$ cat src/rtl/tcc_pkg.sv
// Shared types, constants and the multiply-accumulate microprogram of the calibration core.
package tcc_pkg;

  localparam int TOUCH_BITS_DEF   = 12;
  localparam int DISPLAY_BITS_DEF = 11;

  // Linear terms must land in [-2^18, 2^18), offsets in [-2^30, 2^30).
  localparam int LIN_SH = 18;
  localparam int OFS_SH = 30;

  localparam int DIV_W = 26;
  localparam int LIN_W = 19;
  localparam int OFS_W = 31;
  localparam int OUT_FIELDS_W = DIV_W + 4 * LIN_W + 2 * OFS_W;
  localparam int OUT_TDATA_W  = ((OUT_FIELDS_W + 7) / 8) * 8;

  localparam int NUM_STEPS = 35;
  localparam int STEP_W    = $clog2(NUM_STEPS);

  typedef enum logic [1:0] {
    ST_IDLE,
    ST_RUN,
    ST_SCALE,
    ST_EMIT
  } ctrl_state_t;

  // Multiplier operand A sources
  typedef enum logic [3:0] {
    OPA_A0, OPA_A1, OPA_D0, OPA_D1, OPA_E0, OPA_E1,
    OPA_RX0, OPA_RX1, OPA_RX2, OPA_RY0, OPA_RY1, OPA_RY2
  } opa_sel_t;

  // Multiplier operand B sources
  typedef enum logic [3:0] {
    OPB_B0, OPB_B1, OPB_A1, OPB_D1, OPB_E1,
    OPB_DX0, OPB_DX1, OPB_DX2, OPB_DY0, OPB_DY1, OPB_DY2, OPB_INNER
  } opb_sel_t;

  typedef enum logic [2:0] {
    ACC_NOP,
    ACC_INNER_LOAD,
    ACC_INNER_SUB,
    ACC_LOAD,
    ACC_ADD,
    ACC_ADD_ST,
    ACC_SUB_ST
  } acc_op_t;

  typedef enum logic [2:0] {
    T_DIV, T_XRX, T_XRY, T_XOFS, T_YRX, T_YRY, T_YOFS
  } term_idx_t;

  typedef struct packed {
    opa_sel_t  sel_a;
    opb_sel_t  sel_b;
    acc_op_t   op;
    term_idx_t dst;
  } ucode_t;

  localparam ucode_t UC_NOP = '{OPA_A0, OPB_B0, ACC_NOP, T_DIV};

  typedef struct packed {
    logic   capture;
    ucode_t uc;
    logic   halve;
    logic   load_out;
  } dp_cmd_t;

  typedef struct packed {
    logic in_range;
  } dp_status_t;

  // a = rx - rx2, b = ry - ry2, d = dx - dx2, e = dy - dy2.
  // Offsets use a nested product; a NOP lets the inner sum settle before use.
  function automatic ucode_t ucode(input logic [STEP_W-1:0] step);
    ucode_t uc;
    uc = UC_NOP;
    case (step)
      0:  uc = '{OPA_A0,  OPB_B1,    ACC_LOAD,       T_DIV};
      1:  uc = '{OPA_A1,  OPB_B0,    ACC_SUB_ST,     T_DIV};
      2:  uc = '{OPA_D0,  OPB_B1,    ACC_LOAD,       T_XRX};
      3:  uc = '{OPA_D1,  OPB_B0,    ACC_SUB_ST,     T_XRX};
      4:  uc = '{OPA_A0,  OPB_D1,    ACC_LOAD,       T_XRY};
      5:  uc = '{OPA_D0,  OPB_A1,    ACC_SUB_ST,     T_XRY};
      6:  uc = '{OPA_E0,  OPB_B1,    ACC_LOAD,       T_YRX};
      7:  uc = '{OPA_E1,  OPB_B0,    ACC_SUB_ST,     T_YRX};
      8:  uc = '{OPA_A0,  OPB_E1,    ACC_LOAD,       T_YRY};
      9:  uc = '{OPA_E0,  OPB_A1,    ACC_SUB_ST,     T_YRY};
      10: uc = '{OPA_RX2, OPB_DX1,   ACC_INNER_LOAD, T_XOFS};
      11: uc = '{OPA_RX1, OPB_DX2,   ACC_INNER_SUB,  T_XOFS};
      13: uc = '{OPA_RY0, OPB_INNER, ACC_LOAD,       T_XOFS};
      14: uc = '{OPA_RX0, OPB_DX2,   ACC_INNER_LOAD, T_XOFS};
      15: uc = '{OPA_RX2, OPB_DX0,   ACC_INNER_SUB,  T_XOFS};
      17: uc = '{OPA_RY1, OPB_INNER, ACC_ADD,        T_XOFS};
      18: uc = '{OPA_RX1, OPB_DX0,   ACC_INNER_LOAD, T_XOFS};
      19: uc = '{OPA_RX0, OPB_DX1,   ACC_INNER_SUB,  T_XOFS};
      21: uc = '{OPA_RY2, OPB_INNER, ACC_ADD_ST,     T_XOFS};
      22: uc = '{OPA_RX2, OPB_DY1,   ACC_INNER_LOAD, T_YOFS};
      23: uc = '{OPA_RX1, OPB_DY2,   ACC_INNER_SUB,  T_YOFS};
      25: uc = '{OPA_RY0, OPB_INNER, ACC_LOAD,       T_YOFS};
      26: uc = '{OPA_RX0, OPB_DY2,   ACC_INNER_LOAD, T_YOFS};
      27: uc = '{OPA_RX2, OPB_DY0,   ACC_INNER_SUB,  T_YOFS};
      29: uc = '{OPA_RY1, OPB_INNER, ACC_ADD,        T_YOFS};
      30: uc = '{OPA_RX1, OPB_DY0,   ACC_INNER_LOAD, T_YOFS};
      31: uc = '{OPA_RX0, OPB_DY1,   ACC_INNER_SUB,  T_YOFS};
      33: uc = '{OPA_RY2, OPB_INNER, ACC_ADD_ST,     T_YOFS};
      default: uc = UC_NOP;
    endcase
    return uc;
  endfunction

endpackage

$ cat src/rtl/touch_calibration_coefficients_core.sv
// Top level of the three-point touch calibration coefficient core.
//
//   channel  dir  handshake          payload
//   s_*      in   s_tvalid/s_tready  s_tdata: three display points, three raw readings
//   m_*      out  m_tvalid/m_tready  m_tdata: divisor, four linear terms, two offsets
//
// One shared multiplier runs a 35-step multiply-accumulate program. The terms are then
// halved once per cycle until all of them fit; k is the number of halvings, at most 6
// with the default widths. m_tvalid rises when the scaled terms are loaded into the
// output register. A new transaction is accepted only in the idle state.
// Reset (rst, synchronous) clears the controller and the accumulate opcode; no memory
// clearing pass is needed.
// A finished result sits in the output register while the next transaction is taken;
// that transaction's result waits in its last state until the register frees up.
module touch_calibration_coefficients_core #(
  parameter int TOUCH_BITS   = tcc_pkg::TOUCH_BITS_DEF,
  parameter int DISPLAY_BITS = tcc_pkg::DISPLAY_BITS_DEF,
  localparam int IN_TDATA_W  = ((6 * DISPLAY_BITS + 6 * TOUCH_BITS + 7) / 8) * 8
) (
  input  logic                            clk,
  input  logic                            rst,
  input  logic                            s_tvalid,
  output logic                            s_tready,
  // low to high: disp_x0, disp_y0, disp_x1, disp_y1, disp_x2, disp_y2,
  //              raw_x0, raw_y0, raw_x1, raw_y1, raw_x2, raw_y2, zero pad
  input  logic [IN_TDATA_W-1:0]           s_tdata,
  output logic                            m_tvalid,
  input  logic                            m_tready,
  // low to high: divisor_term, x_from_raw_x, x_from_raw_y, x_offset,
  //              y_from_raw_x, y_from_raw_y, y_offset, zero pad
  output logic [tcc_pkg::OUT_TDATA_W-1:0] m_tdata
);

  tcc_pkg::dp_cmd_t    cmd;
  tcc_pkg::dp_status_t status;

  tcc_ctrl u_ctrl (
    .clk      (clk),
    .rst      (rst),
    .s_tvalid (s_tvalid),
    .s_tready (s_tready),
    .m_tvalid (m_tvalid),
    .m_tready (m_tready),
    .cmd      (cmd),
    .status   (status)
  );

  tcc_dp #(
    .TOUCH_BITS   (TOUCH_BITS),
    .DISPLAY_BITS (DISPLAY_BITS)
  ) u_dp (
    .clk     (clk),
    .rst     (rst),
    .s_tdata (s_tdata),
    .cmd     (cmd),
    .status  (status),
    .m_tdata (m_tdata)
  );

endmodule

$ cat src/rtl/tcc_dp.sv
// Datapath: input capture, shared multiplier with accumulators, term scaling, output register.
module tcc_dp #(
  parameter int TOUCH_BITS   = tcc_pkg::TOUCH_BITS_DEF,
  parameter int DISPLAY_BITS = tcc_pkg::DISPLAY_BITS_DEF,
  localparam int IN_TDATA_W  = ((6 * DISPLAY_BITS + 6 * TOUCH_BITS + 7) / 8) * 8
) (
  input  logic                             clk,
  input  logic                             rst,
  input  logic [IN_TDATA_W-1:0]            s_tdata,
  input  tcc_pkg::dp_cmd_t                 cmd,
  output tcc_pkg::dp_status_t              status,
  output logic [tcc_pkg::OUT_TDATA_W-1:0]  m_tdata
);

  localparam int TB    = TOUCH_BITS;
  localparam int DB    = DISPLAY_BITS;
  localparam int MAXB  = (TB > DB) ? TB : DB;
  localparam int AW    = MAXB + 1;
  localparam int BW    = TB + DB + 1;
  localparam int PW    = AW + BW;
  localparam int ACC_W = PW + 1;
  localparam int CMP_W = (ACC_W > 32) ? ACC_W : 32;
  localparam int PAD_W = tcc_pkg::OUT_TDATA_W - tcc_pkg::OUT_FIELDS_W;

  logic [DB-1:0] dx [3];
  logic [DB-1:0] dy [3];
  logic [TB-1:0] rx [3];
  logic [TB-1:0] ry [3];

  logic signed [TB:0] a0, a1, b0, b1;
  logic signed [DB:0] d0, d1, e0, e1;

  logic signed [AW-1:0]    op_a;
  logic signed [BW-1:0]    op_b;
  logic signed [PW-1:0]    prod;
  logic signed [BW-1:0]    inner;
  logic signed [ACC_W-1:0] acc;
  logic signed [ACC_W-1:0] prod_ext;
  logic signed [ACC_W-1:0] acc_res;
  tcc_pkg::acc_op_t        op_q;
  tcc_pkg::term_idx_t      dst_q;

  logic signed [ACC_W-1:0] term   [7];
  logic signed [ACC_W-1:0] half_v [7];
  logic signed [CMP_W-1:0] ext    [7];
  logic [6:0]              ok;

  // Capture
  always_ff @(posedge clk) begin
    if (cmd.capture) begin
      for (int i = 0; i < 3; i++) begin
        dx[i] <= s_tdata[(2 * i) * DB +: DB];
        dy[i] <= s_tdata[(2 * i + 1) * DB +: DB];
        rx[i] <= s_tdata[6 * DB + (2 * i) * TB +: TB];
        ry[i] <= s_tdata[6 * DB + (2 * i + 1) * TB +: TB];
      end
    end
  end

  assign a0 = $signed({1'b0, rx[0]}) - $signed({1'b0, rx[2]});
  assign a1 = $signed({1'b0, rx[1]}) - $signed({1'b0, rx[2]});
  assign b0 = $signed({1'b0, ry[0]}) - $signed({1'b0, ry[2]});
  assign b1 = $signed({1'b0, ry[1]}) - $signed({1'b0, ry[2]});
  assign d0 = $signed({1'b0, dx[0]}) - $signed({1'b0, dx[2]});
  assign d1 = $signed({1'b0, dx[1]}) - $signed({1'b0, dx[2]});
  assign e0 = $signed({1'b0, dy[0]}) - $signed({1'b0, dy[2]});
  assign e1 = $signed({1'b0, dy[1]}) - $signed({1'b0, dy[2]});

  always_comb begin
    case (cmd.uc.sel_a)
      tcc_pkg::OPA_A0:  op_a = AW'(a0);
      tcc_pkg::OPA_A1:  op_a = AW'(a1);
      tcc_pkg::OPA_D0:  op_a = AW'(d0);
      tcc_pkg::OPA_D1:  op_a = AW'(d1);
      tcc_pkg::OPA_E0:  op_a = AW'(e0);
      tcc_pkg::OPA_E1:  op_a = AW'(e1);
      tcc_pkg::OPA_RX0: op_a = AW'({1'b0, rx[0]});
      tcc_pkg::OPA_RX1: op_a = AW'({1'b0, rx[1]});
      tcc_pkg::OPA_RX2: op_a = AW'({1'b0, rx[2]});
      tcc_pkg::OPA_RY0: op_a = AW'({1'b0, ry[0]});
      tcc_pkg::OPA_RY1: op_a = AW'({1'b0, ry[1]});
      tcc_pkg::OPA_RY2: op_a = AW'({1'b0, ry[2]});
      default:          op_a = '0;
    endcase
  end

  always_comb begin
    case (cmd.uc.sel_b)
      tcc_pkg::OPB_B0:    op_b = BW'(b0);
      tcc_pkg::OPB_B1:    op_b = BW'(b1);
      tcc_pkg::OPB_A1:    op_b = BW'(a1);
      tcc_pkg::OPB_D1:    op_b = BW'(d1);
      tcc_pkg::OPB_E1:    op_b = BW'(e1);
      tcc_pkg::OPB_DX0:   op_b = BW'({1'b0, dx[0]});
      tcc_pkg::OPB_DX1:   op_b = BW'({1'b0, dx[1]});
      tcc_pkg::OPB_DX2:   op_b = BW'({1'b0, dx[2]});
      tcc_pkg::OPB_DY0:   op_b = BW'({1'b0, dy[0]});
      tcc_pkg::OPB_DY1:   op_b = BW'({1'b0, dy[1]});
      tcc_pkg::OPB_DY2:   op_b = BW'({1'b0, dy[2]});
      tcc_pkg::OPB_INNER: op_b = inner;
      default:            op_b = '0;
    endcase
  end

  // Multiply stage, then accumulate stage in the cycle after
  always_ff @(posedge clk) begin
    prod  <= op_a * op_b;
    dst_q <= cmd.uc.dst;
  end

  always_ff @(posedge clk) begin
    if (rst) begin
      op_q <= tcc_pkg::ACC_NOP;
    end else begin
      op_q <= cmd.uc.op;
    end
  end

  assign prod_ext = ACC_W'(prod);

  always_comb begin
    case (op_q)
      tcc_pkg::ACC_LOAD:   acc_res = prod_ext;
      tcc_pkg::ACC_ADD:    acc_res = acc + prod_ext;
      tcc_pkg::ACC_ADD_ST: acc_res = acc + prod_ext;
      tcc_pkg::ACC_SUB_ST: acc_res = acc - prod_ext;
      default:             acc_res = acc;
    endcase
  end

  always_ff @(posedge clk) begin
    acc <= acc_res;
    case (op_q)
      tcc_pkg::ACC_INNER_LOAD: inner <= BW'(prod);
      tcc_pkg::ACC_INNER_SUB:  inner <= inner - BW'(prod);
      default:                 inner <= inner;
    endcase
  end

  // Halving truncates toward zero: odd negatives round up
  always_comb begin
    for (int i = 0; i < 7; i++) begin
      half_v[i] = (term[i] >>> 1)
                + $signed({{(ACC_W-1){1'b0}}, term[i][ACC_W-1] & term[i][0]});
      ext[i]    = CMP_W'(term[i]);
    end
    ok[0] = 1'b1;
    for (int i = 1; i < 7; i++) begin
      if (i == 3 || i == 6) begin
        ok[i] = (&ext[i][CMP_W-1:tcc_pkg::OFS_SH]) | ~(|ext[i][CMP_W-1:tcc_pkg::OFS_SH]);
      end else begin
        ok[i] = (&ext[i][CMP_W-1:tcc_pkg::LIN_SH]) | ~(|ext[i][CMP_W-1:tcc_pkg::LIN_SH]);
      end
    end
  end

  assign status.in_range = &ok;

  always_ff @(posedge clk) begin
    for (int i = 0; i < 7; i++) begin
      if (cmd.halve) begin
        term[i] <= half_v[i];
      end else if ((op_q == tcc_pkg::ACC_ADD_ST || op_q == tcc_pkg::ACC_SUB_ST)
                   && dst_q == tcc_pkg::term_idx_t'(i)) begin
        term[i] <= acc_res;
      end
    end
  end

  always_ff @(posedge clk) begin
    if (cmd.load_out) begin
      m_tdata <= {{PAD_W{1'b0}},
                  ext[6][tcc_pkg::OFS_W-1:0],
                  ext[5][tcc_pkg::LIN_W-1:0],
                  ext[4][tcc_pkg::LIN_W-1:0],
                  ext[3][tcc_pkg::OFS_W-1:0],
                  ext[2][tcc_pkg::LIN_W-1:0],
                  ext[1][tcc_pkg::LIN_W-1:0],
                  ext[0][tcc_pkg::DIV_W-1:0]};
    end
  end

endmodule

$ cat src/rtl/tcc_ctrl.sv
// Controller: sequences capture, the multiply-accumulate program, scaling and output hand-off.
module tcc_ctrl (
  input  logic                clk,
  input  logic                rst,
  input  logic                s_tvalid,
  output logic                s_tready,
  output logic                m_tvalid,
  input  logic                m_tready,
  output tcc_pkg::dp_cmd_t    cmd,
  input  tcc_pkg::dp_status_t status
);

  tcc_pkg::ctrl_state_t          state, state_next;
  logic [tcc_pkg::STEP_W-1:0]    step, step_next;
  logic                          out_valid, out_valid_next;
  logic                          last_step;

  assign last_step = (step == tcc_pkg::STEP_W'(tcc_pkg::NUM_STEPS - 1));

  always_comb begin
    state_next = state;
    case (state)
      tcc_pkg::ST_IDLE:  if (s_tvalid) state_next = tcc_pkg::ST_RUN;
      tcc_pkg::ST_RUN:   if (last_step) state_next = tcc_pkg::ST_SCALE;
      tcc_pkg::ST_SCALE: if (status.in_range) state_next = tcc_pkg::ST_EMIT;
      tcc_pkg::ST_EMIT:  if (!out_valid || m_tready) state_next = tcc_pkg::ST_IDLE;
      default:           state_next = tcc_pkg::ST_IDLE;
    endcase
  end

  always_comb begin
    s_tready     = (state == tcc_pkg::ST_IDLE);
    cmd.capture  = (state == tcc_pkg::ST_IDLE) && s_tvalid;
    cmd.uc       = (state == tcc_pkg::ST_RUN) ? tcc_pkg::ucode(step) : tcc_pkg::UC_NOP;
    cmd.halve    = (state == tcc_pkg::ST_SCALE) && !status.in_range;
    cmd.load_out = (state == tcc_pkg::ST_EMIT) && (!out_valid || m_tready);
    step_next    = (state == tcc_pkg::ST_RUN) ? step + 1'b1 : '0;
    if (cmd.load_out) begin
      out_valid_next = 1'b1;
    end else if (m_tready) begin
      out_valid_next = 1'b0;
    end else begin
      out_valid_next = out_valid;
    end
  end

  always_ff @(posedge clk) begin
    if (rst) begin
      state     <= tcc_pkg::ST_IDLE;
      step      <= '0;
      out_valid <= 1'b0;
    end else begin
      state     <= state_next;
      step      <= step_next;
      out_valid <= out_valid_next;
    end
  end

  assign m_tvalid = out_valid;

  a_accept_starts: assert property (@(posedge clk) disable iff (rst)
    (s_tvalid && s_tready) |=> (state == tcc_pkg::ST_RUN && step == '0))
    else $error("accepted transaction did not start the program at step zero");

  a_run_full: assert property (@(posedge clk) disable iff (rst)
    ($past(state) == tcc_pkg::ST_RUN && state != tcc_pkg::ST_RUN)
      |-> $past(step) == tcc_pkg::STEP_W'(tcc_pkg::NUM_STEPS - 1))
    else $error("program left before its last step");

  a_load_free: assert property (@(posedge clk) disable iff (rst)
    cmd.load_out |-> (!out_valid || m_tready))
    else $error("output register overwritten while a result is pending");

  a_halve_needed: assert property (@(posedge clk) disable iff (rst)
    cmd.halve |-> (!status.in_range && state == tcc_pkg::ST_SCALE))
    else $error("terms halved although already in range");

endmodule
$ cat config.mk
export PLATFORM = sky130hd
export DESIGN_NAME = touch_calibration_coefficients_core
export DESIGN_NICKNAME = d
export VERILOG_FILES = /design/src/rtl/tcc_pkg.sv /design/src/rtl/touch_calibration_coefficients_core.sv /design/src/rtl/tcc_dp.sv /design/src/rtl/tcc_ctrl.sv
export SDC_FILE = /design/constraint.sdc
export NUM_CORES = 2
export LEC_CHECK = 0
export ABC_AREA = 1
export ABC_CLOCK_PERIOD_IN_PS = 17500
export BUFFER_PORTS_ARGS = -buffer_cell sky130_fd_sc_hd__buf_2
export CAP_MARGIN = 0
export CORE_UTILIZATION = 40
export DETAILED_ROUTE_END_ITERATION = 10
export REMOVE_ABC_BUFFERS = 1
export SYNTH_ARGS = -nofsm -noshare
export SYNTH_HDL_FRONTEND = slang
export SYNTH_SLANG_ARGS = --single-unit
$ cat constraint.sdc
create_clock -name clk -period 17.5 [get_ports clk]
set_clock_uncertainty 0.05 [all_clocks]
set_input_delay 1.75 -clock clk [delete_from_list [all_inputs] [get_ports clk]]
set_output_delay 1.75 -clock clk [all_outputs]
set_load 0.005 [all_outputs]
# --- Yosys cells after proc, flatten, opt, wreduce, memory -nomap -nowiden ---
# Memory sizes are Yosys's and may differ from the RTL's. A register that Yosys moved wholly into a read port is not among the register bits.
# Cells that the tools add are included.
classes:
  n_addsub: 19
  mul: 1
  div_mod_pow: 0
  order_cmp: 0
  eq_ne: 42
  n_shift: 0
  muxes: 45
  bitwise_logic: 27
  reduce_logical: 36
op_table:
  columns: ["op", "count"]
  rows:
  - ["one-hot mux 24 bit (12 select lines)", 1]
  - ["adder 37 x 2 -> 38 bit", 7]
  - ["two-way mux 38 bit", 7]
  - ["one-hot mux 13 bit (12 select lines)", 1]
  - ["one-hot mux 38 bit (3 select lines)", 1]
  - ["AND reduction 20 bit", 4]
  - ["OR reduction 20 bit", 4]
  - ["subtractor 12 x 12 -> 13 bit", 4]
  - ["one-hot mux 24 bit (2 select lines)", 1]
  - ["subtractor 11 x 11 -> 12 bit", 4]
  - ["adder 38 x 37 -> 38 bit", 1]
  - ["subtractor 38 x 37 -> 38 bit", 1]
  - ["multiplier 13 x 24 -> 37 bit", 1]
  - ["== test 4 x 3 -> 1 bit, second input constant", 8]
  - ["== test 4 bit, second input constant", 8]
  - ["two-way mux 1 bit", 27]
  - ["subtractor 24 bit", 1]
  - ["== test 3 bit, second input constant", 6]
  - ["== test 4 x 2 -> 1 bit, second input constant", 4]
  - ["AND reduction 8 bit", 2]
  - ["OR reduction 8 bit", 2]
  - ["two-way mux 14 bit", 1]
  - ["bitwise OR 1 bit", 13]
  - ["== test 3 x 2 -> 1 bit, second input constant", 4]
  - ["other kinds (23)", 57]
totals:
  register_bits: 278
  latch_bits: 0
  ram_bits: 404
  romBits: 896
  inputBits: 148
  output_inout_bits: 170
  elab_cells: 185
  mem_count: 6
mem_list:
  columns: ["name", "words", "word_bits", "rd", "rd_clocked_by_memory_dff", "wr", "line_no", "source"]
  rows:
  - ["(no name shown)", 64, 14, 1, 1, 0, "tcc_pkg.sv:78", "case (step)"]
  - ["u_dp.term", 7, 38, 7, 0, 7, "tcc_dp.sv:43", "logic signed [ACC_W-1:0] term [7];"]
  - ["u_dp.rx", 3, 12, 3, 0, 3, "tcc_dp.sv:27", "logic [TB-1:0] rx [3];"]
  - ["u_dp.ry", 3, 12, 3, 0, 3, "tcc_dp.sv:28", "logic [TB-1:0] ry [3];"]
  - ["u_dp.dx", 3, 11, 3, 0, 3, "tcc_dp.sv:25", "logic [DB-1:0] dx [3];"]
  - ["u_dp.dy", 3, 11, 3, 0, 3, "tcc_dp.sv:26", "logic [DB-1:0] dy [3];"]

# --- Longest topological paths before layout ---
# An unclocked memory read counts as a cell.
logic_depth:
  ltp_word: 10
  ltp_mapped: 41
  ltp_nobuf: 40

# --- Cells and area by module ---
# A second synthesis with hierarchy kept.
hier_totals:
  cells_unflattened: 6688
  area_unflattened_um2: 54205.7
modules_own_cells:
  columns: ["module", "instances", "cells_per_inst", "area_per_inst_um2", "seq_area_each_um2"]
  rows:
  - ["tcc_dp", 1, 6414, 52497.8, 19398.6]
  - ["tcc_ctrl", 1, 274, 1707.9, 460.4]

# --- Worst setup path before layout ---
# Ideal clock, no wire load.
synth_path:
  kind: "input-to-reg"
  from: "input m_tready"
  to: "register u_dp.m_tdata[0] (netlist name), read port of u_dp.term, enable pin"
  setup_ns: 0.742
  arrival_ns: 9.628
  required_time_ns: 16.708
  slack_ns: 7.081
  stages: 2
  path_buffers: 0
  path_cell_list: "inv_1 a21oi_1"
synth_lines:
  columns: ["element", "line_no", "source"]
  rows:
  - ["from (decl)", "touch_calibration_coefficients_core.sv:28", "input logic m_tready,"]
  - ["to (decl)", "tcc_dp.sv:12", "output logic [tcc_pkg::OUT_TDATA_W-1:0] m_tdata"]

# --- Worst setup path in the final report ---
layout_path:
  from: "register u_ctrl.state[1]"
  to: "register u_dp.prod[31]"
layout_between:
  elab_chain_len: 5
  word_cells_on_any_way: 29
  classes_between: "1 x mul; 23 x eq/ne; 3 x mux; 2 x reduce/logical"
layout_lines:
  columns: ["element", "line_no", "source"]
  rows:
  - ["from (decl)", "tcc_ctrl.sv:13", "tcc_pkg::ctrl_state_t state, state_next;"]
  - ["from (signal assigned)", "tcc_ctrl.sv:49", "state <= tcc_pkg::ST_IDLE;"]
  - ["from (signal assigned)", "tcc_ctrl.sv:53", "state <= state_next;"]
  - ["== test 2 x 1 -> 1 bit *", "tcc_ctrl.sv:34", "cmd.uc = (state == tcc_pkg::ST_RUN) ? tcc_pkg::ucode(step) : tcc_pkg::UC_NOP;"]
  - ["two-way mux 14 bit *", "tcc_ctrl.sv:34", null]
  - ["== test 4 bit, or another cell as far along", "tcc_dp.sv:70", "case (cmd.uc.sel_a)"]
  - ["one-hot mux 13 bit (12 select lines) or one-hot mux 24 bit (12 select lines) (tied branches)", "tcc_dp.sv:70, tcc_dp.sv:88", null]
  - ["multiplier 13 x 24 -> 37 bit *", "tcc_dp.sv:107", "prod <= op_a * op_b;"]
  - ["to (signal assigned)", "tcc_dp.sv:107", null]
  - ["to (decl)", "tcc_dp.sv:35", "logic signed [PW-1:0] prod;"]
# Every way passes the cells marked *; elsewhere a longest branch is shown, timed or not.
# A chain may end at the register's enable or synchronous reset.

==> out/qor.yml <==
run_status:
  status: "finished with violations"
  violations: "design-rule violations"
floorplanning:
  fp-row-count: 134
  initial_utilization_pct: 40.4
  ios: 318
  die_w_um: 369
  die_height_um: 369
  fp.coreArea_mm2: 0.134
  dieArea_mm2: 0.136
detailed_routing:
  routed_wl_um: 175000
  first_pass_iters: 9
  vias_per_cell: 5.28
  drcViolationCount: 27
  wl_per_cell_um: 20.1
  drtAntennaViolNets: 0
  vias: 46100
  drt_iter0_markers: 4013
setup_path:
  r2r_end: "u_dp.prod[31]"
  cp.arrival_ns: 9.68
  cp-endpoint: "u_dp.prod[31]"
  crit_top_cell: "nand2_1"
  cp-end-kind: "flop"
  worstSetupPathType: "reg2reg"
  cp_num_buf_inv: 8
  crit_required_ns: 18.05
  cp-start-kind: "flop"
  reg2reg_slack_ns: 8.37
  worst-path-max-fanout: 21
  slowest_delay_ns: 0.83
  cp_slowest_cell: "nor2_1"
  crit_family: "adder cells"
  reg2reg_depth: 34
  cp-startpoint: "u_ctrl.state[1]"
  rr_startpoint: "u_ctrl.state[1]"
  cp.depth: 34
sta:
  final_max_slew_viol_count: 0
  timing.fmax_ghz: 0.109
  relSlewSlack_pct: 19.4
  hold_violations: 0
  whs_ns: 0.359
  fin_setup_tns_ns: 0
  finalCriticalPeriod_ns: 9.13
  setup-violations-final: 0
  grt_setup_unrepaired: "no"
  fin_crit_sh_pct: 52.2
  worst_pin_slew_ns: 1.21
grt:
  grt-ovfl-total: 0
  grt_pass1_wl_um: 266000
  grt_pass1_vias: 44800
  grt_antenna_before_repair: 2
  grt_max_degree: 80
  grt_usage_pct: 25.5
clock_tree:
  clock_latency_ns: 0.73
  cts_tree: "built"
  cts_hold_buf: 0
  htree_levels: 3
  cts_setup_buffers: 0
  numCtsBuffers: 80
  ctsResizeCount: 0
  clkTransAtPathRegs_ns: 0.06
  clock_tree.root_cell: "clkbuf_16"
  cts_buffer_depth: 3
  cts.sinks: 696
logic_synthesis:
  synthCells: 6589
  netlist_area_mm2: 0.0540
  yosysWarnings: 0
  synth.distinct_cells: 70
  yosysSeqAreaShare_pct: 36.8
  synth_edf_count: 592
  synth_ff_type: "edfxtp_1"
  synth_seq_cells: 696
  postSynthAreaPerCell_um2: 8.20
  async_reset_ff_share_pct: 0
cells_and_area:
  nFillCells: 13400
  stdcell_area_mm2: 0.0601
  post-route-util_pct: 45.0
  nets: 7593
  area_growth_pct: 11.3
  mostFrequentLayoutCells: "nand2_1 (1,774), inv_1 (961), edfxtp_1 (592)"
  antennaDiodeCount: 0
  drive_above_1_share_pct: 8.78
  final-seq-area_mm2: 0.0199
  multi_input_area_mm2: 0.0297
  final_common_cell: "nand2_1"
placement:
  dp_hpwl_um: 137000
  io_buffers: 307
  placed_cell_area_mm2: 0.0573
  routabilityCongestion: 0.970
job:
  drv_cap: 0
hold_path:
  hp-class: "reg2reg"
## metal layers
metal	vias to the layer above	share of wire, %	GRT usage [%]
met2	1506	47	42.9
met5	-	0	0
met4	0	3.7	8.71
li1	22200	-	-
met1	22100	43	33.8
met3	289	5.8	3.01
## registers in the layout (all words and copies together) (netlist names), named ones only
name,flops
u_dp.op_q,3
u_dp.m_tdata,164
u_dp.term,266
u_dp.dy,33
u_dp.rx,36
u_dp.dst_q,3
u_ctrl.state,2
u_ctrl.step,6
u_ctrl.m_tvalid,1
u_dp.prod,37
u_dp.ry,36
u_dp.dx,33
u_dp.inner,24
u_dp.acc,38
## metrics by stage
stage	worst slack, ns	instances
2_1_floorplan	7.08	6466
3_3_place_gp	8.51	8570
3_5_place_dp	8.39	8570
4_1_cts	8.37	8718
5_1_grt	7.84	8718
6_report	8.37	8718
## Yosys cell counts (22+ instances only)
master / instances / area, µm²
a21oi_1: 236 / 1180
fa_1: 293 / 5870
edfxtp_1: 592 / 17800
xor2_1: 243 / 2130
buf_4: 26 / 195
ha_1: 268 / 3350
nor3_1: 136 / 681
nand3_1: 324 / 1620
nor2_1: 548 / 2060
o21ai_1: 29 / 145
or2_2: 32 / 200
dfxtp_1: 104 / 2080
clkbuf_1: 35 / 131
buf_2: 51 / 255
nand4_1: 148 / 926
o21ai_0: 333 / 1670
inv_2: 33 / 124
a31oi_1: 22 / 138
nand2_1: 1776 / 6670
inv_1: 962 / 3610
o21bai_1: 22 / 165
nor4_1: 48 / 300
xnor2_1: 69 / 604
## worst min-delay path, cell delays in order, from the launching register on
cell	delay, ns
dfxtp_1	0.29
inv_1	0.04
nor2_1	0.03
## final cells by class
type	count	share of cell area, %
clock buffer	98	3.48
tap	1768	3.68
sequential	696	33.0
timing repair buffer	336	2.92
inverter	1000	6.28
clock inverter	50	1.15
multi-input combinational	4770	49.5
## kinds of logic (layout without fill, tap and decap cells)
family | after synthesis | after routing | synth area share (%)
xor gates and xnor gates | 312 | 312 | 5.06
and+or+nand+nor | 3104 | 3104 | 24.4
AOI/OAI and AO/OA | 789 | 789 | 8.30
DFF | 696 | 696 | 36.8
buffers and inverters | 1126 | 1484 | 8.37
other | 1 | 4 | 0.00694
adders and majority gates | 561 | 561 | 17.1
## worst min-delay path by stage
stage | end | slack (ns) | depth (start not counted)
floorplan | u_dp.dst_q[0] | 0.34 | 2
global placement | u_dp.op_q[1] | 0.36 | 2
detailed placement | u_dp.op_q[0] | 0.35 | 2
CTS | u_dp.op_q[0] | 0.36 | 2
global route | u_dp.op_q[1] | 0.38 | 2
finish | u_dp.op_q[0] | 0.36 | 2
Power is left out: the tool's default activity adds up to more than one toggle a clock period on the data nets, which glitch-free logic cannot reach.
